[src/hdl/mqm_pkg.sv]
// Shared types, constants and helpers for the four-motor X-frame mixer.
// No dependencies; used by every module in the hdl folder.
package mqm_pkg;

	// Fixed-point and field widths
	localparam int FRAC_BITS = 4;
	localparam int DEM_W     = 16;   // demand fields
	localparam int MIX_W     = 16;   // saturated motor mix
	localparam int SUM_W     = DEM_W + 2; // sum of four demands
	localparam int MAG_W     = MIX_W; // magnitude of a mix, up to 32768
	localparam int RPM_W     = 15;
	localparam int QUO_W     = RPM_W; // scaled magnitude never exceeds max_rpm
	localparam int REM_W     = MAG_W + QUO_W - 1; // product below largest << QUO_W
	localparam int LANES     = 4;
	localparam int CELLS     = QUO_W; // one quotient bit per cell

	localparam logic [RPM_W-1:0] RPM_RESET = RPM_W'(2000);

	// Lane order: front_right, back_left, front_left, back_right
	localparam int LANE_FR = 0;
	localparam int LANE_BL = 1;
	localparam int LANE_FL = 2;
	localparam int LANE_BR = 3;

	typedef logic [MIX_W-1:0] mix_t;
	typedef mix_t [LANES-1:0] mix_arr_t;
	typedef logic [MAG_W-1:0] mag_t;

	// One lane of the divider chain
	typedef struct packed {
		logic [REM_W-1:0] rem;
		logic [QUO_W-1:0] quo;
		logic             neg;
		mix_t             mix;
	} div_lane_t;

	// Word handed from cell to cell
	typedef struct packed {
		logic                    valid;
		logic                    scaled;
		logic [REM_W-1:0]        dsh;   // divisor aligned to the current quotient bit
		div_lane_t [LANES-1:0]   lane;
	} div_word_t;

	// Truncate toward zero by the fraction bits, then saturate to a 16-bit mix
	function automatic mix_t trunc_sat(input logic signed [SUM_W-1:0] s);
		logic signed [SUM_W-1:0] b;
		logic signed [SUM_W-1:0] q;
		logic signed [SUM_W-1:0] hi;
		logic signed [SUM_W-1:0] lo;
		mix_t                    r;
		hi = SUM_W'((1 << (MIX_W - 1)) - 1);
		lo = -SUM_W'(1 << (MIX_W - 1));
		b  = s[SUM_W-1] ? s + SUM_W'((1 << FRAC_BITS) - 1) : s;
		q  = b >>> FRAC_BITS;
		if (q > hi) begin
			r = hi[MIX_W-1:0];
		end else if (q < lo) begin
			r = lo[MIX_W-1:0];
		end else begin
			r = q[MIX_W-1:0];
		end
		return r;
	endfunction

endpackage

[src/hdl/mqm_div_cell.sv]
// One cell of the divider chain: settles one quotient bit for all four lanes.
// Depends on mqm_pkg.
module mqm_div_cell (
	input  logic               clk,
	input  logic               arst_n,
	input  mqm_pkg::div_word_t word_in,
	output mqm_pkg::div_word_t word_out
);

	mqm_pkg::div_word_t next_d;
	mqm_pkg::div_word_t pay_s1;
	logic               valid_s1;
	logic               ge;

	// Trial subtract of the aligned divisor, then move it one bit down
	always_comb begin
		next_d     = word_in;
		next_d.dsh = word_in.dsh >> 1;
		ge         = 1'b0;
		for (int i = 0; i < mqm_pkg::LANES; i++) begin
			ge = word_in.lane[i].rem >= word_in.dsh;
			next_d.lane[i].rem = ge ? word_in.lane[i].rem - word_in.dsh : word_in.lane[i].rem;
			next_d.lane[i].quo = {word_in.lane[i].quo[mqm_pkg::QUO_W-2:0], ge};
		end
	end

	always_ff @(posedge clk or negedge arst_n) begin
		if (!arst_n) begin
			valid_s1 <= 1'b0;
		end else begin
			valid_s1 <= word_in.valid;
		end
	end

	always_ff @(posedge clk) begin
		pay_s1 <= next_d;
	end

	always_comb begin
		word_out       = pay_s1;
		word_out.valid = valid_s1;
	end

endmodule

[config.mk]
export PLATFORM = sky130hd
export DESIGN_NAME = mqm_div_cell
export DESIGN_NICKNAME = d
export VERILOG_FILES = /design/src/hdl/mqm_pkg.sv /design/src/hdl/mqm_div_cell.sv
export SDC_FILE = /design/constraint.sdc
export NUM_CORES = 1
export LEC_CHECK = 0
export BUFFER_PORTS_ARGS = -buffer_cell sky130_fd_sc_hd__buf_2
export CAP_MARGIN = 10
export CORE_AREA = 2 2 217 219
export DETAILED_ROUTE_END_ITERATION = 12
export DIE_AREA = 0 0 219 221
export PLACE_DENSITY_LB_ADDON = 0.25
export SLEW_MARGIN = 20
export SYNTH_ARGS = -nofsm -noshare
export SYNTH_HDL_FRONTEND = slang
export SYNTH_SLANG_ARGS = --single-unit
[constraint.sdc]
create_clock -name clk -period 0.8 [get_ports clk]
set_input_delay 0.08 -clock clk [delete_from_list [all_inputs] [get_ports clk]]
set_output_delay 0.08 -clock clk [all_outputs]
set_load 0.03 [all_outputs]
-- After elaboration in Yosys (flattened, before gate mapping)
Index checks and enable logic that the tools add are counted.
- mux-type cells: 4
- $lt $le $gt $ge: 4
- add/sub/neg operators: 4
- operators by type and width (cell ; number):
    greater-or-equal comparator 30 bit ; 4
    2-to-1 mux 30 bit ; 4
    subtractor 30 bit ; 4
- register bits: 279
- input port bits: 282

-- Depth between registers and ports, before layout
- depth after elaboration: 2
- mapped depth: 15

-- Worst setup path before layout
Ideal clock, no wire load.
- path kind: input to register
- start point: in word_in[156] in the netlist's numbering
- end point: reg pay_s1, in the netlist word_out[180]
- data required time: 0.679 ns
- cell stages on the path: 14
- arrival: 2.762 ns
- buffers on the path: 1
- slack: -2.083 ns
- setup time: 0.121 ns
- path through: inv_1 > ha_1 > inv_1 > fa_1 > a21o_1 > a311o_1 > a21oi_4 > a21o_1 > a21oi_2 > o21ai_2 > nand2_1 > a211oi_4 > buf_6 > mux2_2
- RTL lines (item ; RTL line ; source):
    start: declaration ; mqm_div_cell.sv:6 ; input mqm_pkg::div_word_t word_in,
    end signal: assignment ; mqm_div_cell.sv:36 ; pay_s1 <= next_d;
    end: declaration ; mqm_div_cell.sv:11 ; mqm_pkg::div_word_t pay_s1;

==> flow_summary.yaml <==
run_status:
  status: "complete, but fails checks"
  violations: "hold timing, setup timing"
route:
  initialDrtViolationCount: 518
  wl_per_cell_um: 20.68
  vias: 16130
  drt_first_pass_iters: 5
  finalWirelength_um: 70210
  via_per_inst: 4.752
  ant_nets: 0
  drc: 0
timing:
  fin_crit_sh_pct: 300.5
  hold_ws_ns: -0.2563
  max_freq_mhz: 416.0
  slew_viol_final: 0
  fin_ws_ns: -1.604
  finalHoldViolations: 7
  min_period_ns: 2.404
  rsz0062_at_grt: "yes"
  final-setup-viol-count: 403
cts:
  cts_root_buf: "clkbuf_16"
  tritoncts: "done"
  path_clk_slew_ns: 0.06
  cts_max_level: 1
  cts.sinks: 279
  cts_buffers: 31
  cts_buffer_depth: 3
global_routing:
  grt_pass1_vias: 17250
  grt_max_degree: 17
  grt_use_total_pct: 27.62
  grt_pass1_wl_um: 101300
  grt_overflow_total: 0
  antenna_found_initial: 11
power_and_ir_drop:
  p_total_mw: 54.63
  p_leak_nw: 13.49
  p_per_area_mw_per_mm2: 1942
  ir_drop_mv: 1.760
synth:
  async_reset_ff_share_pct: 0.3584
  ys_warn_count: 0
  ys_seq_area_share_pct: 42.02
  synth_area_leaders: "dfxtp_1 42%, ha_1 11%, o21ai_0 5.0%"
  ys_seq_elements: 279
  synth_fp_nets: 1849
  synth.distinct_cells: 71
  yosys.area.top_type_share_pct: 41.83
  avgSynthCellArea_um2: 9.221
  syn_area_mm2: 0.01331
  synth.largest_area_cell: "dfxtp_1"
  synthCells: 1443
  synth-edff-count: 0
  synthFlopType: "dfxtp_1"
cells_and_area:
  fin_area_mm2: 0.02813
  syn_to_final_growth_pct: 111.4
  nets: 3166
  finalNonFillerCells: 3395
  fillers: 3732
  drive_gt1_share_pct: 58.58
hold_path:
  hold_start: "word_in[218]"
  hold_path_class: "primary input to register"
floorplan:
  fp.dieH_um: 221
  core_region_area_mm2: 0.04606
  initial_core_util_pct: 28.89
  ioPinCount: 562
  row_count: 79
  die_area_mm2: 0.04840
  die_w_um: 219
setup_path:
  critPathCaptureType: "register"
  crit_path_frequent_cell: "a21o_1"
  cp.arrival_ns: 2.88
  startpoint_type: "primary input"
  crit_slowest_cell: "a311o_1"
  cp_max_fo: 7
  crit_start: "word_in[156]"
  timing.critical_path.buf_inv: 5
  worstSetupPathType: "primary input to register"
  cp_slowest_stage_delay_ns: 0.34
  crit_path_cell_trace: "buf_8 -> inv_12 -> ha_4 -> inv_2 -> fa_2 -> a21o_1 -> a311o_1 -> a21oi_4 -> a21o_1 -> a21oi_2 -> o21ai_2 -> nand2_2 -> a211oi_4 -> buf_6 -> buf_12 -> mux2_4"
  cp.required_ns: 1.27
  crit_family: "compound AO/OA/AOI/OAI gates"
placement:
  postPlaceCellArea_mm2: 0.02028
  dpl.hpwl_um: 51170
  gp_congestion: 0.9198
  port-buffer-count: 556
  dp.cells: 3014
  dp_slack_ns: -2.297
flow_run:
  cap_violations: 0
-- synth_stat cells, types with 4 or more instances --
cell type / n
dfxtp_1: 278
nand2_1: 152
o21ai_0: 133
a21oi_1: 121
ha_1: 120
inv_1: 74
nor2_1: 65
xnor2_1: 65
a21o_1: 59
xor2_1: 42
clkbuf_1: 29
nand3_1: 26
mux2_1: 25
and3_1: 17
o21bai_1: 16
nand4_1: 15
nor3_1: 15
a211oi_1: 14
nand2b_1: 14
o21a_1: 12
mux2_2: 11
nor2b_1: 10
o31ai_1: 9
a31oi_1: 8
o21ai_1: 8
buf_2: 6
buf_4: 6
o22ai_1: 6
a211o_1: 5
a311oi_1: 5
and2_1: 5
o211ai_1: 5
fa_1: 4
nor4_1: 4
-- worst min-delay path, delay by kind of cell --
| kind | cells | cell delay (ns) |
|---|---|---|
| buf+inv | 1 | 0.12 |
| compound gates | 1 | 0.05 |
| simple gates | 1 | 0.05 |
-- where the power goes --
| group | switching, mW | total, mW | internal [mW] |
|---|---|---|---|
| combinational | 10.8 | 21.7 | 10.9 |
| clock | 6.57 | 16.3 | 9.68 |
| sequential | 0.949 | 16.7 | 15.8 |
-- routing by layer --
layer  up-vias  global-route usage (%)  routed length (um)
li1       7754                       -                   -
met1      7685                   29.40               26470
met2       516                   51.45               35910
met3       165                   5.237                3735
met4        12                   13.62                4032
met5         -                       0                  64
-- cell usage in the layout (no fill, tap or decap), drive strengths merged, types with 15 or more instances in the layout --
| master | netlist | final |
|---|---|---|
| inv | 74 | 71 |
| nand3 | 26 | 26 |
| a211oi | 15 | 15 |
| clkbuf | 29 | 39 |
| and3 | 17 | 17 |
| buf | 15 | 1052 |
| ha | 120 | 120 |
| dfxtp | 278 | 278 |
| xnor2 | 65 | 65 |
| nand2 | 152 | 152 |
| a21oi | 125 | 125 |
| o21ai | 142 | 142 |
| xor2 | 42 | 42 |
| dlygate4sd3 | 0 | 272 |
| mux2 | 36 | 36 |
| o21bai | 16 | 16 |
| a21o | 59 | 59 |
| nor2 | 65 | 65 |
| nor3 | 15 | 15 |
| nand4 | 15 | 15 |
-- cell families (layout without fill, tap and decap cells) --
kind of cell | after synthesis | count (layout) | share of synthesized area [%]
flip-flops | 279 | 279 | 42.02
adder cells (fa/ha/maj) | 124 | 124 | 11.89
other | 1 | 5 | 0.02818
AND/OR/NAND/NOR | 335 | 335 | 11.37
multiplexers | 38 | 38 | 3.197
XOR/XNOR | 107 | 107 | 7.043
AO/OA/AOI/OAI | 441 | 441 | 20.74
buffers and inverters | 118 | 1459 | 3.724
-- flip-flops by register name, summed over array words and instances, names as in the netlist --
name,count
word_out,278
valid_s1,1
-- worst paths after layout --
path | depth (start not counted) | slack (ns) | end
min | 3 | -0.26 | word_out[218]
max | 16 | -1.60 | word_out[157]
max in group asynchronous | 3 | 0.34 | valid_s1
min in group asynchronous | 3 | 0.36 | valid_s1
-- area by class of cell --
cell class | instances | area [um^2] | share of cell area [%]
inverter | 74 | 336.6 | 1.196
multi-input combinational | 1046 | 8303 | 29.51
antenna | 4 | 10.01 | 0.03558
timing repair buffer | 1328 | 11640 | 41.37
clock buffer | 35 | 820.8 | 2.918
tap | 607 | 759.5 | 2.700
clock inverter | 22 | 319.1 | 1.134
sequential | 279 | 5944 | 21.13
-- repair_timing --
item | in CTS | in global routing
pin swaps | 43 | 114
gates cloned | 7 | 4
endpoints found under the hold margin | 276 | 8
resized for setup | 1018 | 233
buffers inserted | 28 | 22
hold buffers | 271 | 1
endpoints found under the setup margin | 403 | 403
-- through the flow --
| step | utilization (%) | TNS [ns] |
|---|---|---|
| 6_report | 61.07 | -274.67 |
| 5_1_grt | 61.07 | -293.23 |
| 4_1_cts | 59.13 | -280.05 |
| 3_5_place_dp | 44.03 | -265.15 |
| 3_3_place_gp | 44.03 | -261.64 |
| 2_1_floorplan | - | -205.97 |
Power figures use the tool's default switching activity.
