### src/hdl/mqm_pkg.sv
// Shared types, constants and helpers for the four-motor X-frame mixer.
// No dependencies; used by every module in the hdl folder.
package mqm_pkg;

	// Fixed-point and field widths
	localparam int FRAC_BITS = 4;
	localparam int DEM_W     = 16;   // demand fields
	localparam int MIX_W     = 16;   // saturated motor mix
	localparam int SUM_W     = DEM_W + 2; // sum of four demands
	localparam int MAG_W     = MIX_W; // magnitude of a mix, up to 32768
	localparam int RPM_W     = 15;
	localparam int QUO_W     = RPM_W; // scaled magnitude never exceeds max_rpm
	localparam int REM_W     = MAG_W + QUO_W - 1; // product below largest << QUO_W
	localparam int LANES     = 4;
	localparam int CELLS     = QUO_W; // one quotient bit per cell

	localparam logic [RPM_W-1:0] RPM_RESET = RPM_W'(2000);

	// Lane order: front_right, back_left, front_left, back_right
	localparam int LANE_FR = 0;
	localparam int LANE_BL = 1;
	localparam int LANE_FL = 2;
	localparam int LANE_BR = 3;

	typedef logic [MIX_W-1:0] mix_t;
	typedef mix_t [LANES-1:0] mix_arr_t;
	typedef logic [MAG_W-1:0] mag_t;

	// One lane of the divider chain
	typedef struct packed {
		logic [REM_W-1:0] rem;
		logic [QUO_W-1:0] quo;
		logic             neg;
		mix_t             mix;
	} div_lane_t;

	// Word handed from cell to cell
	typedef struct packed {
		logic                    valid;
		logic                    scaled;
		logic [REM_W-1:0]        dsh;   // divisor aligned to the current quotient bit
		div_lane_t [LANES-1:0]   lane;
	} div_word_t;

	// Truncate toward zero by the fraction bits, then saturate to a 16-bit mix
	function automatic mix_t trunc_sat(input logic signed [SUM_W-1:0] s);
		logic signed [SUM_W-1:0] b;
		logic signed [SUM_W-1:0] q;
		logic signed [SUM_W-1:0] hi;
		logic signed [SUM_W-1:0] lo;
		mix_t                    r;
		hi = SUM_W'((1 << (MIX_W - 1)) - 1);
		lo = -SUM_W'(1 << (MIX_W - 1));
		b  = s[SUM_W-1] ? s + SUM_W'((1 << FRAC_BITS) - 1) : s;
		q  = b >>> FRAC_BITS;
		if (q > hi) begin
			r = hi[MIX_W-1:0];
		end else if (q < lo) begin
			r = lo[MIX_W-1:0];
		end else begin
			r = q[MIX_W-1:0];
		end
		return r;
	endfunction

endpackage

### src/hdl/mqm_prep.sv
// Stages two and three: largest magnitude, scale decision, products for the divider.
// Depends on mqm_pkg.
module mqm_prep (
	input  logic                       clk,
	input  logic                       arst_n,
	input  logic                       valid_s1,
	input  mqm_pkg::mix_arr_t          mix_s1,
	input  logic [mqm_pkg::RPM_W-1:0]  max_rpm,
	output mqm_pkg::div_word_t         word_s3
);

	mqm_pkg::mag_t [mqm_pkg::LANES-1:0] mag_d;
	mqm_pkg::mag_t                       max01;
	mqm_pkg::mag_t                       max23;
	mqm_pkg::mag_t                       largest_d;

	logic                                valid_s2;
	mqm_pkg::mix_arr_t                   mix_s2;
	mqm_pkg::mag_t [mqm_pkg::LANES-1:0]  mag_s2;
	mqm_pkg::mag_t                       largest_s2;

	logic                                valid_s3;
	mqm_pkg::div_word_t                  data_s3;
	logic [mqm_pkg::MAG_W+mqm_pkg::RPM_W-1:0] prod [mqm_pkg::LANES];

	// Magnitudes and a two-level max tree
	always_comb begin
		for (int i = 0; i < mqm_pkg::LANES; i++) begin
			mag_d[i] = mix_s1[i][mqm_pkg::MIX_W-1] ? mqm_pkg::MAG_W'(-mix_s1[i]) : mix_s1[i];
		end
		max01     = (mag_d[0] > mag_d[1]) ? mag_d[0] : mag_d[1];
		max23     = (mag_d[2] > mag_d[3]) ? mag_d[2] : mag_d[3];
		largest_d = (max01 > max23) ? max01 : max23;
	end

	// Products and the word that enters the divider chain
	always_comb begin
		data_s3 = '0;
		data_s3.scaled = largest_s2 > mqm_pkg::MAG_W'(max_rpm);
		data_s3.dsh    = mqm_pkg::REM_W'(largest_s2) << (mqm_pkg::QUO_W - 1);
		for (int i = 0; i < mqm_pkg::LANES; i++) begin
			prod[i] = (mqm_pkg::MAG_W+mqm_pkg::RPM_W)'(mag_s2[i])
			        * (mqm_pkg::MAG_W+mqm_pkg::RPM_W)'(max_rpm);
			data_s3.lane[i].rem = prod[i][mqm_pkg::REM_W-1:0];
			data_s3.lane[i].quo = '0;
			data_s3.lane[i].neg = mix_s2[i][mqm_pkg::MIX_W-1];
			data_s3.lane[i].mix = mix_s2[i];
		end
	end

	always_ff @(posedge clk or negedge arst_n) begin
		if (!arst_n) begin
			valid_s2 <= 1'b0;
			valid_s3 <= 1'b0;
		end else begin
			valid_s2 <= valid_s1;
			valid_s3 <= valid_s2;
		end
	end

	always_ff @(posedge clk) begin
		mix_s2     <= mix_s1;
		mag_s2     <= mag_d;
		largest_s2 <= largest_d;
	end

	mqm_pkg::div_word_t pay_s3;

	always_ff @(posedge clk) begin
		pay_s3 <= data_s3;
	end

	always_comb begin
		word_s3       = pay_s3;
		word_s3.valid = valid_s3;
	end

endmodule

### config.mk
export PLATFORM = sky130hd
export DESIGN_NAME = mqm_prep
export DESIGN_NICKNAME = d
export VERILOG_FILES = /design/src/hdl/mqm_pkg.sv /design/src/hdl/mqm_prep.sv
export SDC_FILE = /design/constraint.sdc
export NUM_CORES = 2
export LEC_CHECK = 0
export BUFFER_PORTS_ARGS = -buffer_cell sky130_fd_sc_hd__buf_4
export CAP_MARGIN = 10
export CORE_MARGIN = 4
export CORE_UTILIZATION = 60
export DETAILED_ROUTE_END_ITERATION = 8
export PLACE_DENSITY_LB_ADDON = 0.3
export SETUP_SLACK_MARGIN = 0.5
export SYNTH_ARGS = -nofsm -noshare
export SYNTH_HDL_FRONTEND = slang
export SYNTH_SLANG_ARGS = --single-unit
### constraint.sdc
create_clock -name clk -period 7.2 [get_ports clk]
set_input_delay 1.44 -clock clk [delete_from_list [all_inputs] [get_ports clk]]
set_output_delay 1.44 -clock clk [all_outputs]
set_load 0.02 [all_outputs]
## Yosys cells after proc, flatten, opt, wreduce, memory -nomap -nowiden

Cells that the tools add are included.

| word-level totals | value |
|---|---|
| latch bits | 0 |
| RAM bits | 0 |
| flip-flop bits (word level) | 351 |
| bits in read-only memories | 0 |
| memories kept | 0 |

| cells by class | value |
|---|---|
| magnitude comparators | 4 |
| divide/modulo/power cells | 0 |
| shift-type cells | 0 |
| bitwise operators | 0 |
| add/sub/neg operators | 4 |
| reductions and logical operators | 0 |
| muxes and demuxes | 7 |
| multiply operators | 4 |
| equal/unequal tests | 0 |

Operator list:

| kind | count |
|---|---|
| multiplier 16 x 15 -> 30 bit | 4 |
| two-way mux 16 bit | 7 |
| negator 16 bit | 4 |
| > comparator 16 bit | 3 |
| > comparator 16 x 15 -> 1 bit | 1 |

## Depth between registers and ports, before layout

| logic depth | value |
|---|---|
| depth after elaboration | 6 |
| mapped depth | 27 |
| mapped depth without buffers | 25 |

## Worst setup path after synthesis

OpenSTA, ideal clock, no wires.

| timing path | value |
|---|---|
| kind | input to register |
| start | in mix_s1[34] in the netlist's numbering |
| end | reg largest_s2[10] |
| data arrival time | 7.284 ns |
| setup time | 0.074 ns |
| path slack | -0.157 ns |
| buffers on the path | 2 |
| stages | 24 |
| required time | 7.126 ns |
| path through | or4_4 > or2_2 > or4_1 > o31ai_1 > xor2_1 > inv_1 > ha_1 > a21oi_1 > nor2b_1 > o21ai_0 > nand2b_1 > o41ai_4 > buf_6 > mux2i_1 > ha_1 > nor2b_1 > o21a_1 > o21ai_0 > a221oi_1 > o21a_1 > o21a_1 > o21ai_1 > clkbuf_1 > mux2i_1 |

RTL lines:

| element | line | text |
|---|---|---|
| start: declaration | mqm_prep.sv:7 | `input mqm_pkg::mix_arr_t mix_s1,` |
| end signal: assignment | mqm_prep.sv:64 | `largest_s2 <= largest_d;` |
| end: declaration | mqm_prep.sv:20 | `mqm_pkg::mag_t largest_s2;` |

==> run metrics <==
remaining global-route overflow=0; row cnt=97; Yosys warnings=0; final std cells w/o fill=5795; most frequent cells in the layout=966 x inv_1, 714 x fa_1, 565 x and2_1; DPL Wire Length=86120 µm; total number of vias=31262; Async S/R FF share, synth=0.5831%; Reg2Reg Capture Point=word_s3[122]$_DFF_P_; initial antenna violation count=7; Mean Syn Cell Area=9.327 µm²; final wirelength=107600 µm; fin crit share=91.20%; placed cells=5717; DIE WIDTH=273.6 µm; Worst-path clk slew=70 ps; routed len/inst=18.56 µm; share of cells above drive strength 1=12.38%; Initial Utilization=60.44%; sequential area share after synthesis=16.25%; RSZ-0062 raised after global routing=true; CTS tree=built; hold endpoint=word_s3[199]$_DFF_P_; H-tree depth=2; FMAX=0.1523 GHz; root buffer cell=clkbuf_16; Core ar.=70030 µm²; depth of the worst hold-timing path=0; I/O Buffers=287; clk sinks=343; most common cell after layout, fill and taps aside=inv_1; nets=6052; max-slew violation count=0; routability cong.=0.9568; synthesized area=42320 µm²; final setup violation count=0; Slew HR=49.70%; endpoint class of the critical path=flip-flop; CTS Buffer Depth=3; number of routed nets with antenna violations=0; Final Hold Viols=0; ys flop type=dfxtp_1; Max Cap Viol=0; CP max-delay cell=fa_1; Post-Synthesis Cells=4538; Yosys reg bits=343; worst-skew pair later-pin latency=580 ps; min-delay src=data_s3[199]$_DFF_P_; Worst Hold Class=reg2reg; RR Startpoint=mag_s2[24]$_DFF_P_; Area Growth Syn to Fin=13.25%; worst-margin pin slew=733.5 ps; WP data required=7690 ps; Slowest Stage Delay on Critical Path=540 ps; Startpoint Class=primary input; 1st-iter DRT viols=1813; TritonCTS Buffers=39; setup slack, reg-to-reg=1100 ps; vias in the first global route=33160; die area=74850 µm²; Setup CP Type=in2reg; Min Clock Period, post-route=6566 ps; Die Y=273.6 µm; gr usage total=29.41%; crit path DAT=7060 ps; Critical Path Fanout Max=41; Setup Skew=21.55 ps; pin count of the biggest net entering global routing=46; I/O pin count=362; Post-synth EDFFs=0; worst-path cell chain=buf_8 > and2_1 > fa_1 > inv_1 > fa_1 > inv_1 > fa_1 > inv_1 > fa_1 > inv_1 > fa_1 > inv_1 > fa_1 > inv_1 > ha_4 > nand3_1 > nor2_1 > o31ai_1 > a211o_1 > o21ai_4 > nand3_1 > a31oi_2 > xnor2_1; reg2reg path depth=19; first-pass GRT wire length=173800 µm; status=finished, final reports clean; DRT Pass-1 Iters=5; Remaining DRCs=0; vias per cell=5.395; Distinct cells, synth=70; CTS Hold Bufs=0
## worst max path at each step
stage                            endpoint  startpoint  slack (ps)
floorplan           largest_s2[5]$_DFF_P_  mix_s1[34]         410
global route          word_s3[61]$_DFF_P_  max_rpm[0]         440
finish                word_s3[61]$_DFF_P_  max_rpm[0]         630
CTS                 largest_s2[4]$_DFF_P_   mix_s1[0]         530
detailed placement  largest_s2[4]$_DFF_P_  mix_s1[34]        -190
global placement    largest_s2[2]$_DFF_P_  mix_s1[34]         -80
## kinds of logic after synthesis
| kind of cell | share of synthesized area [%] |
|---|---|
| XOR/XNOR | 3.326 |
| other | 0.008860 |
| flip-flops | 16.25 |
| adder cells (fa/ha/maj) | 46.55 |
| buffers and inverters | 11.64 |
| AO/OA/AOI/OAI | 5.555 |
| multiplexers | 1.182 |
| AND/OR/NAND/NOR | 15.50 |
## Yosys cell counts, drive strengths merged, types with 67 or more instances
cell / instances / share of area (%)
nand2: 460 / 4.1
fa: 716 / 34
xnor2: 102 / 2.1
a21oi: 88 / 1.0
dfxtp: 341 / 16
clkbuf: 180 / 1.6
ha: 429 / 13
inv: 969 / 8.6
o21ai: 67 / 0.79
nor2: 67 / 0.59
and2: 572 / 8.5
buf: 81 / 1.4
## routing by layer
metal / wire (µm) / global-route usage (%) / up-vias
li1: - / - / 14127
met1: 41840 / 36.88 / 15648
met2: 51300 / 48.71 / 1171
met3: 9274 / 7.257 / 312
met4: 5130 / 12.61 / 4
met5: 32 / 0 / -
## through the flow
stage | hold slack, ps | utilization, % | TNS [ps] | cell area (µm²) | setup WS [ps]
finish | 306.5 | 68.45 | 0 | 47930 | 633.9
global route | 326.8 | 68.44 | 0 | 47930 | 444.2
CTS | 308.6 | 68.00 | 0 | 47620 | 532.3
detailed placement | 312.1 | 65.97 | -2450 | 46200 | -188.8
global placement | 310.0 | 65.97 | -1157 | 46200 | -84.70
floorplan | 309.6 | - | 0 | 43130 | 405.9
## registers in the layout, indices dropped and copies added (netlist names)
signal and cells:
mag_s2 64, data_s3 60, valid_s2 1, largest_s2 16, valid_s3 1, word_s3 201
## cell type report
type / instances / area [µm²]
antenna: 2 / 5.005
timing repair buffer: 434 / 3530
sequential: 343 / 6877
multi-input combinational: 3038 / 31310
clock inverter: 19 / 269.0
clock buffer: 50 / 1130
inverter: 969 / 3637
tap: 940 / 1176
fill: 5460 / 22100
## timing repair
action | 4_1_cts | 5_1_grt
cloned | 0 | 2
pin swaps | 1 | 16
setup buffers | 2 | 3
setup endpoints to repair | 16 | 50
resized for setup | 0 | 50
## critical path, delay by kind of cell
| kind | cells | cell delay [ps] |
|---|---|---|
| fa+ha+maj | 7 | 3350 |
| compound gates | 4 | 930 |
| simple gates | 4 | 630 |
| buf+inv | 7 | 500 |
| xor+xnor | 1 | 160 |
Power is left out: the tool's default activity adds up to more than one toggle a clock period on the data nets, which glitch-free logic cannot reach.
