`src/hdl/mqm_pkg.sv`:
```
// Shared types, constants and helpers for the four-motor X-frame mixer.
// No dependencies; used by every module in the hdl folder.
package mqm_pkg;

	// Fixed-point and field widths
	localparam int FRAC_BITS = 4;
	localparam int DEM_W     = 16;   // demand fields
	localparam int MIX_W     = 16;   // saturated motor mix
	localparam int SUM_W     = DEM_W + 2; // sum of four demands
	localparam int MAG_W     = MIX_W; // magnitude of a mix, up to 32768
	localparam int RPM_W     = 15;
	localparam int QUO_W     = RPM_W; // scaled magnitude never exceeds max_rpm
	localparam int REM_W     = MAG_W + QUO_W - 1; // product below largest << QUO_W
	localparam int LANES     = 4;
	localparam int CELLS     = QUO_W; // one quotient bit per cell

	localparam logic [RPM_W-1:0] RPM_RESET = RPM_W'(2000);

	// Lane order: front_right, back_left, front_left, back_right
	localparam int LANE_FR = 0;
	localparam int LANE_BL = 1;
	localparam int LANE_FL = 2;
	localparam int LANE_BR = 3;

	typedef logic [MIX_W-1:0] mix_t;
	typedef mix_t [LANES-1:0] mix_arr_t;
	typedef logic [MAG_W-1:0] mag_t;

	// One lane of the divider chain
	typedef struct packed {
		logic [REM_W-1:0] rem;
		logic [QUO_W-1:0] quo;
		logic             neg;
		mix_t             mix;
	} div_lane_t;

	// Word handed from cell to cell
	typedef struct packed {
		logic                    valid;
		logic                    scaled;
		logic [REM_W-1:0]        dsh;   // divisor aligned to the current quotient bit
		div_lane_t [LANES-1:0]   lane;
	} div_word_t;

	// Truncate toward zero by the fraction bits, then saturate to a 16-bit mix
	function automatic mix_t trunc_sat(input logic signed [SUM_W-1:0] s);
		logic signed [SUM_W-1:0] b;
		logic signed [SUM_W-1:0] q;
		logic signed [SUM_W-1:0] hi;
		logic signed [SUM_W-1:0] lo;
		mix_t                    r;
		hi = SUM_W'((1 << (MIX_W - 1)) - 1);
		lo = -SUM_W'(1 << (MIX_W - 1));
		b  = s[SUM_W-1] ? s + SUM_W'((1 << FRAC_BITS) - 1) : s;
		q  = b >>> FRAC_BITS;
		if (q > hi) begin
			r = hi[MIX_W-1:0];
		end else if (q < lo) begin
			r = lo[MIX_W-1:0];
		end else begin
			r = q[MIX_W-1:0];
		end
		return r;
	endfunction

endpackage

```
`src/hdl/mqm_mix.sv`:
```
// First pipeline stage: forms the four X-frame mixes, truncated and saturated.
// Depends on mqm_pkg.
module mqm_mix (
	input  logic                         clk,
	input  logic                         arst_n,
	input  logic                         take,
	input  logic signed [mqm_pkg::DEM_W-1:0] pitch_demand,
	input  logic signed [mqm_pkg::DEM_W-1:0] roll_demand,
	input  logic signed [mqm_pkg::DEM_W-1:0] yaw_demand,
	input  logic signed [mqm_pkg::DEM_W-1:0] thrust_demand,
	output logic                         valid_s1,
	output mqm_pkg::mix_arr_t            mix_s1
);

	logic signed [mqm_pkg::SUM_W-1:0] p;
	logic signed [mqm_pkg::SUM_W-1:0] r;
	logic signed [mqm_pkg::SUM_W-1:0] y;
	logic signed [mqm_pkg::SUM_W-1:0] t;
	mqm_pkg::mix_arr_t                mix_d;

	// Full-precision sums, one per motor
	always_comb begin
		p = mqm_pkg::SUM_W'(pitch_demand);
		r = mqm_pkg::SUM_W'(roll_demand);
		y = mqm_pkg::SUM_W'(yaw_demand);
		t = mqm_pkg::SUM_W'(thrust_demand);
		mix_d[mqm_pkg::LANE_FR] = mqm_pkg::trunc_sat(t - p + r - y);
		mix_d[mqm_pkg::LANE_BL] = mqm_pkg::trunc_sat(t + p - r - y);
		mix_d[mqm_pkg::LANE_FL] = mqm_pkg::trunc_sat(t - p - r + y);
		mix_d[mqm_pkg::LANE_BR] = mqm_pkg::trunc_sat(t + p + r + y);
	end

	always_ff @(posedge clk or negedge arst_n) begin
		if (!arst_n) begin
			valid_s1 <= 1'b0;
		end else begin
			valid_s1 <= take;
		end
	end

	always_ff @(posedge clk) begin
		mix_s1 <= mix_d;
	end

endmodule

```
`config.mk`:
```
export PLATFORM = sky130hd
export DESIGN_NAME = mqm_mix
export DESIGN_NICKNAME = d
export VERILOG_FILES = /design/src/hdl/mqm_pkg.sv /design/src/hdl/mqm_mix.sv
export SDC_FILE = /design/constraint.sdc
export NUM_CORES = 1
export LEC_CHECK = 0
export CORE_ASPECT_RATIO = 0.8
export CORE_MARGIN = 8
export CORE_UTILIZATION = 56
export DETAILED_ROUTE_END_ITERATION = 8
export DONT_BUFFER_PORTS = 1
export GPL_TIMING_DRIVEN = 1
export PLACE_DENSITY = 0.78
export RECOVER_POWER = 50
export SLEW_MARGIN = 20
export SYNTH_ARGS = -nofsm -noshare
export SYNTH_HDL_FRONTEND = slang
export SYNTH_SLANG_ARGS = --single-unit
```
`constraint.sdc`:
```
create_clock -name clk -period 0.8 [get_ports clk]
set_input_delay 0.12 -clock clk [delete_from_list [all_inputs] [get_ports clk]]
set_output_delay 0.12 -clock clk [all_outputs]
set_load 0.02 [all_outputs]
```
==> flow_summary.yaml, run 1 <==
grt:
  overflow: 4
  grt_max_degree: 11
  track_usage_pct: 64.3
yosys:
  synth_area_leaders: "fa_1 (16%), ha_1 (15%), dfxtp_1 (14%)"
  synthCells: 1021
  synth-main-ff-cell: "dfxtp_1"
  seq_area_frac_synth_pct: 14.0
  yosys_warnings: 0
  synth.cell_area_sq_um: 8740
  synth_edf_count: 0
  synth_top_area_share_pct: 16.3
  syn_nets: 1261
  syn_avg_cell_area_sq_um: 8.56
  yosys.area.top_type: "fa_1"
  ys_seq_elements: 61
  ys_async_sr_fraction_pct: 1.64
  ys_types: 72
timing:
  crit_endpoint: "mix_s1[12]$_SDFF_PN1_/D"
  worstEpCategory: "register input"
floorplanning:
  die_w_microns: 156
  start_util_pct: 56.4
  core.rowCount: 41
  pin_count: 132
  fp.dieH_microns: 128
clocking:
  cts_root_buffer: "clkbuf_16"
  h-tree-depth: 3
  cts_made_buffers: 9
  clock_sinks: 61
  cts_max_path_buffers: 2
place:
  port_buffers: 0
  place.gp.congestion: 0.951
  dp_hpwl_microns: 23100
outcome:
  firstError: "[ERROR GRT-0232] Routing congestion too high. Check the congestion heatmap in the GUI."
  status: "aborted with a tool error"
  haltStage: "global routing"
synth_stat cells (all sizes together) (3+ instances only):
cell    count
a211o       4
a211oi     14
a21boi      5
a21o       21
a21oi      71
a22oi       5
a31oi      12
and2        6
and3       11
buf         7
clkbuf      9
dfxtp      60
fa         71
ha        102
inv       116
mux2i       3
nand2      41
nand2b     14
nand3      19
nor2       80
nor2b      13
nor3       31
nor3b       6
nor4        8
nor4b       4
o211ai      5
o21a       16
o21ai      41
o21bai     13
o22ai       5
o31a        9
o31ai      10
or2         5
or3        13
or4         3
xnor2      85
xor2       53
logic make-up after synthesis:
logic type      synth area share [%]
fa+ha+maj                       30.9
compound gates                  19.5
mux                            0.344
buf+inv                         5.87
flops                           14.0
simple gates                    15.3
xor+xnor                        14.1
metrics by stage:
stage / worst slack (ps) / utilization [%] / instance area (sq um) / cells
floorplan: -3740 / - / 9400 / 1021
global placement: -3830 / 79.4 / 12300 / 1583
detailed placement: -4000 / 79.4 / 12300 / 1583
CTS: -3500 / 89.1 / 13800 / 1651
per-layer routing:
metal  overflow  global-route usage (%)
met2          0                    83.0
met4          3                    66.3
met3          1                    49.3
met1          0                    61.9
met5          0                    12.1
what timing repair did:
action                                 4_1_cts
setup endpoints to repair                  125
gates resized for setup                    238
hold buffers                                 3
endpoints found under the hold margin        2
setup buffers                               50
pin swaps                                   95
gates cloned                                 2
==> run 2, diff against run 1 <==
--- a/config.mk
+++ b/config.mk
@@ -5,13 +5,12 @@
 export SDC_FILE = /design/constraint.sdc
 export NUM_CORES = 1
 export LEC_CHECK = 0
-export CORE_ASPECT_RATIO = 0.8
 export CORE_MARGIN = 8
-export CORE_UTILIZATION = 56
+export CORE_UTILIZATION = 40
 export DETAILED_ROUTE_END_ITERATION = 8
 export DONT_BUFFER_PORTS = 1
 export GPL_TIMING_DRIVEN = 1
-export PLACE_DENSITY = 0.78
+export PLACE_DENSITY_LB_ADDON = 0.15
 export RECOVER_POWER = 50
 export SLEW_MARGIN = 20
 export SYNTH_ARGS = -nofsm -noshare
==> constraint.sdc (replaced) <==
create_clock -name clk -period 1 [get_ports clk]
set_input_delay 0.15 -clock clk [delete_from_list [all_inputs] [get_ports clk]]
set_output_delay 0.15 -clock clk [all_outputs]
set_load 0.02 [all_outputs]
==> flow_summary.yaml, run 2 <==
grt:
  grt_first_pass_wirelength_microns: 42900
  overflow: 0
  grt_pass1_vias: 8710
  grt_max_degree: 10
  antenna_found_initial: 0
  track_usage_pct: 20.0
yosys:
  ys_seq_elements: 61
  yosys.area.top_type: "fa_1"
  synth_mux_area_share_pct: 0.344
  seq_area_frac_synth_pct: 14.0
  synthSimpleGateAreaFrac_pct: 15.3
  synth.cell_area_sq_um: 8740
  synth.most_common_cell: "inv_1"
  ys_types: 72
  synthCells: 1021
  synth_compound_area_share_pct: 19.5
  syn_avg_cell_area_sq_um: 8.56
  synth_edf_count: 0
  synth_top_family_by_area: "adder cells"
  yosys.area_share.adder_pct: 30.9
  ys_async_sr_fraction_pct: 1.64
  synth_top_area_share_pct: 16.3
  syn_nets: 1261
  synth_area_leaders: "fa_1 (16%), ha_1 (15%), dfxtp_1 (14%)"
  netlist_top_cells_count: "inv_1 (116), ha_1 (102), xnor2_1 (83), nor2_1 (80), fa_1 (71)"
  synth-xor-area-share_pct: 14.1
  synth-main-ff-cell: "dfxtp_1"
  yosys_warnings: 0
worst_setup_path:
  end_kind: "register"
  cpPeakStageDelay_ps: 620
  slowest_stage: "fa_1"
  critPathLaunchType: "input port"
  worst-endpoint-arrival_ps: 4620
  cp.required_ps: 1260
  path_cells: "inv_8 > ha_4 > fa_2 > nor2b_2 > o21ai_2 > a21boi_2 > o21ai_2 > a21oi_2 > a211oi_2 > o31ai_1 > a21oi_1 > xnor2_1 > fa_1 > ha_4 > a21o_1 > a21o_1 > or3_1 > o21ai_2 > a21oi_2 > xnor2_2 > or3_4 > buf_6 > nor4_4 > xor2_1"
  worstPathMaxFanout: 5
  worstSetupPathType: "input port to register"
  path_common_cell: "o21ai_2"
place:
  port_buffers: 0
  place.gp.congestion: 0.867
  dp_hpwl_microns: 22200
drt:
  viasPerCell: 5.01
  vias: 8573
  drc_errors: 0
  first_pass_iters: 5
  wl_per_cell_microns: 15.7
  antenna_left: 0
  wl_microns: 26900
  drtIter0Drc: 297
timing:
  slew_headroom_pct: 45.3
  layout_min_cycle_time_ps: 4360
  clock.fmax_mhz: 229
  hold_viol: 0
  finalMaxSlewViolations: 0
  min_period_over_period_pct: 436
  setup-violations-final: 60
  rsz0062_at_grt: "yes"
  hold_slack_ps: 24.1
  worst_slew_pin_slew_ps: 812
  fin_ws_ps: -3360
power_and_ir_drop:
  p_switching_mw: 19.8
  ir_worst_vdd_mv: 1.49
  clkPwrFrac_pct: 6.8
  p_leak_nw: 6.46
  power_frac_comb_pct: 79.1
  switching_share_pct: 44.7
  intPower_mw: 24.4
  power.total_mw: 44.2
  powerDensity_nw_per_um2: 3170
  seq_power_share_pct: 14.1
outcome:
  status: "finished with violations"
  violations: "negative setup slack"
clocking:
  cts_made_buffers: 9
  clock_sinks: 61
  cts_root_buffer: "clkbuf_16"
  cts_tree: "built"
  cts.clk_slew.worst_paths_ps: 60
  cts_max_path_buffers: 2
  h-tree-depth: 3
layout:
  drive_above_1_share_pct: 44.4
  postLayoutCoreUtil_pct: 64.5
  synthToLayoutAreaGrowth_pct: 59.6
  layout_commonest_cell: "buf_4"
  top_register: "mix_s1"
  final_cell_mix: "buf_4 (376), inv_1 (105), ha_1 (81)"
  fillCellCount: 1855
  largest_register_ffs: 60
  top_regs: "mix_s1 x60, valid_s1 x1"
  antennaDiodeCount: 0
  nets: 1667
job:
  cap_violations: 0
floorplanning:
  coreArea_sq_um: 21600
  start_util_pct: 40.4
  die_area_sq_um: 26800
  core.rowCount: 54
  pin_count: 132
  die_w_microns: 164
  fp.dieH_microns: 164
worst_hold_path:
  worstHoldPathType: "input port to asynchronous set/reset pin"
## run 2: cell counts after synthesis
Identical to the previous run, type by type.
## run 2: per-stage QoR
stage | instances | setup TNS [ps] | setup WS (ps) | cell area (sq um)
4_1_cts | 1695 | -184820 | -3330 | 13300
6_report | 1711 | -188070 | -3360 | 13900
2_1_floorplan | 1021 | -187740 | -3570 | 9400
3_5_place_dp | 1649 | -215660 | -3890 | 12300
3_3_place_gp | 1649 | -213000 | -3780 | 12300
5_1_grt | 1711 | -201180 | -3550 | 13900
## run 2: kinds of logic after synthesis
family                     after synthesis
and+or+nand+nor                        261
AOI/OAI and AO/OA                      253
adders and majority gates              173
xor gates and xnor gates               138
buffers and inverters                  132
DFF                                     61
muxes                                    3
## run 2: routing by layer
metal	GRT usage [%]	share of wire, %
met5	0	0
met2	34.4	49
met4	5.66	1.8
met1	23.6	41
met3	6.29	7.6
## run 2: critical path, delay by kind of cell
| kind | cells | cell delay [ps] |
|---|---|---|
| AO/OA/AOI/OAI | 11 | 1470 |
| adder cells (fa/ha/maj) | 4 | 1330 |
| AND/OR/NAND/NOR | 4 | 990 |
| XOR/XNOR | 3 | 510 |
| buffers and inverters | 2 | 160 |
## run 2: what timing repair did
action,CTS,global route
hold endpoints to repair,2,0
hold buffers,2,0
endpoints found under the setup margin,68,60
pin swaps,90,68
cloned,2,0
resized for setup,106,94
buffers inserted,27,21
## run 2: final cells by class
class                   instances  area [sq um]  share of cell area [%]
inverters                     116           447                    3.20
repair buffers                410          3210                    23.0
clock inverters                 1          5.00                  0.0359
well taps                     280           350                    2.51
multi-input cells             829          8420                    60.4
clock buffers                  14           274                    1.97
flip-flops and latches         61          1230                    8.83
## run 2: power by group through the flow
stage               registers, mW  logic, mW  clock network (mW)
global route                 6.40       38.0                3.20
detailed placement           6.37       29.3                   0
finish                       6.24       34.9                3.01
floorplan                    5.98       17.3                   0
CTS                          6.33       32.5                3.07
global placement             6.36       29.0                   0
## run 2: final timing paths
path	startpoint	end	slack, ps	cells after the start
hold / removal	arst_n	valid_s1	20	1
max in group asynchronous	arst_n	valid_s1	870	1
min in group clk	roll_demand[0]	mix_s1[0]	340	5
setup / recovery	thrust_demand[0]	mix_s1[12]	-3360	24
Power figures use the tool's default switching activity.
==> run 3, diff against run 2 <==
--- a/config.mk
+++ b/config.mk
@@ -5,7 +5,7 @@
 export SDC_FILE = /design/constraint.sdc
 export NUM_CORES = 1
 export LEC_CHECK = 0
-export CORE_MARGIN = 8
+export CORE_MARGIN = 3
 export CORE_UTILIZATION = 40
 export DETAILED_ROUTE_END_ITERATION = 8
 export DONT_BUFFER_PORTS = 1
==> flow_summary.yaml, run 3 (synthesis gave the netlist of run 2 again) <==
floorplanning:
  start_util_pct: 41.2
  core.rowCount: 53
  die_w_microns: 154
  coreArea_sq_um: 21200
  fp.dieH_microns: 154
  pin_count: 132
  die_area_sq_um: 23600
drt:
  drtIter0Drc: 348
  vias: 8790
  wl_per_cell_microns: 16.6
  viasPerCell: 5.05
  wl_microns: 28800
  drc_errors: 0
  antenna_left: 0
  first_pass_iters: 5
layout:
  final_cell_mix: "buf_4 (398), inv_1 (105), ha_1 (76)"
  synthToLayoutAreaGrowth_pct: 66.4
  multiInputGateArea_sq_um: 8710
  largest_register_ffs: 60
  postLayoutCoreUtil_pct: 68.5
  layout_commonest_cell: "buf_4"
  drive_above_1_share_pct: 48.4
  regArea_sq_um: 1230
  top_regs: "mix_s1 x60, valid_s1 x1"
  antennaDiodeCount: 0
  top_register: "mix_s1"
  nets: 1700
  fillCellCount: 1690
timing:
  finalMaxSlewViolations: 0
  layout_min_cycle_time_ps: 4420
  min_period_over_period_pct: 442
  slew_headroom_pct: 54.7
  rsz0062_at_grt: "yes"
  fin_ws_ps: -3420
  clock.fmax_mhz: 226
  setup-violations-final: 60
  hold_viol: 0
  worst_slew_pin_slew_ps: 673
grt:
  overflow: 0
  grt_first_pass_wirelength_microns: 43400
  track_usage_pct: 22.6
  grt_max_degree: 11
  grt_pass1_vias: 8763
  antenna_found_initial: 0
clocking:
  cts_root_buffer: "clkbuf_16"
  cts.clk_slew.worst_paths_ps: 50
  cts_made_buffers: 9
  cts_max_path_buffers: 2
  clock_sinks: 61
  cts_tree: "built"
  h-tree-depth: 3
worst_setup_path:
  cpPeakStageDelay_ps: 460
  path_cells: "inv_4 > ha_1 > nor2b_1 > o21ai_2 > a21oi_2 > o21ai_2 > a21oi_4 > a211oi_4 > buf_4 > o31ai_2 > a21oi_1 > xnor2_1 > fa_1 > ha_1 > a21o_1 > a21o_1 > or3_1 > o21ai_1 > a21oi_2 > xnor2_2 > or3_4 > buf_6 > nor3_2 > xor2_1"
  worstPathMaxFanout: 5
  slowest_stage: "fa_1"
  crit_family: "compound AO/OA/AOI/OAI gates"
  cp.required_ps: 1270
  worst-endpoint-arrival_ps: 4690
  path_buf_inv: 3
  end_kind: "register"
  critPathLaunchType: "input port"
  worstSetupPathType: "input port to register"
power_and_ir_drop:
  powerDensity_nw_per_um2: 3180
  ir_worst_vdd_mv: 1.73
  p_leak_nw: 6.67
worst_hold_path:
  worstHoldPathType: "input port to asynchronous set/reset pin"
outcome:
  status: "finished with violations"
  violations: "negative setup slack"
place:
  port_buffers: 0
  dp_hpwl_microns: 21900
  pre_cts_slack_ps: -3820
  place.gp.congestion: 0.931
job:
  cap_violations: 0
==> run 3: worst paths after layout <==
check / depth (start not counted) / start / endpoint
worst max-delay path: 24 / pitch_demand[1] / mix_s1[9]
worst min-delay path: 1 / arst_n / valid_s1
max in group asynchronous: 1 / arst_n / valid_s1
min in group clk: 5 / roll_demand[0] / mix_s1[0]
==> run 3: layout make-up <==
type	instances	share of cell area, %
flip-flops and latches	61	8.47
clock inverters	2	0.0689
inverters	116	3.06
multi-input cells	829	59.9
well taps	275	2.37
clock buffers	13	1.79
repair buffers	443	24.3
==> run 3: metrics by stage <==
stage | total power, mW | hold WS (ps) | setup TNS, ps | std cells | cell area [sq um]
after floorplan | 23.3 | -146 | -187740 | 1021 | 9400
after global placement | 35.4 | -146 | -212410 | 1643 | 12400
after global routing | 49.5 | 5.44 | -203980 | 1739 | 14500
after detailed placement | 35.7 | -146 | -216740 | 1643 | 12400
after CTS | 42.8 | 6.49 | -186410 | 1711 | 13700
final | 46.3 | 13.5 | -192050 | 1739 | 14500
==> run 3: layer usage <==
layer / part of all wire (%) / track usage, % / vias up
met5: 0 / 0 / -
met4: 1.8 / 5.26 / 0
met3: 6.0 / 5.38 / 32
met2: 51 / 40.1 / 167
met1: 41 / 27.7 / 4209
li1: - / - / 4382
==> run 3: timing repair <==
action                     4_1_cts  5_1_grt
hold endpoints to repair         2        0
setup endpoints to repair       68       60
hold buffers                     2        0
gates cloned                     2        0
setup buffers                   53       32
pin swaps                       86      108
resized for setup              133      128
==> run 3: power breakdown <==
group / internal, mW / switching (mW) / total [mW]
clock network: 1.79 / 1.14 / 2.93
registers: 3.98 / 2.28 / 6.26
logic: 19.8 / 17.3 / 37.1
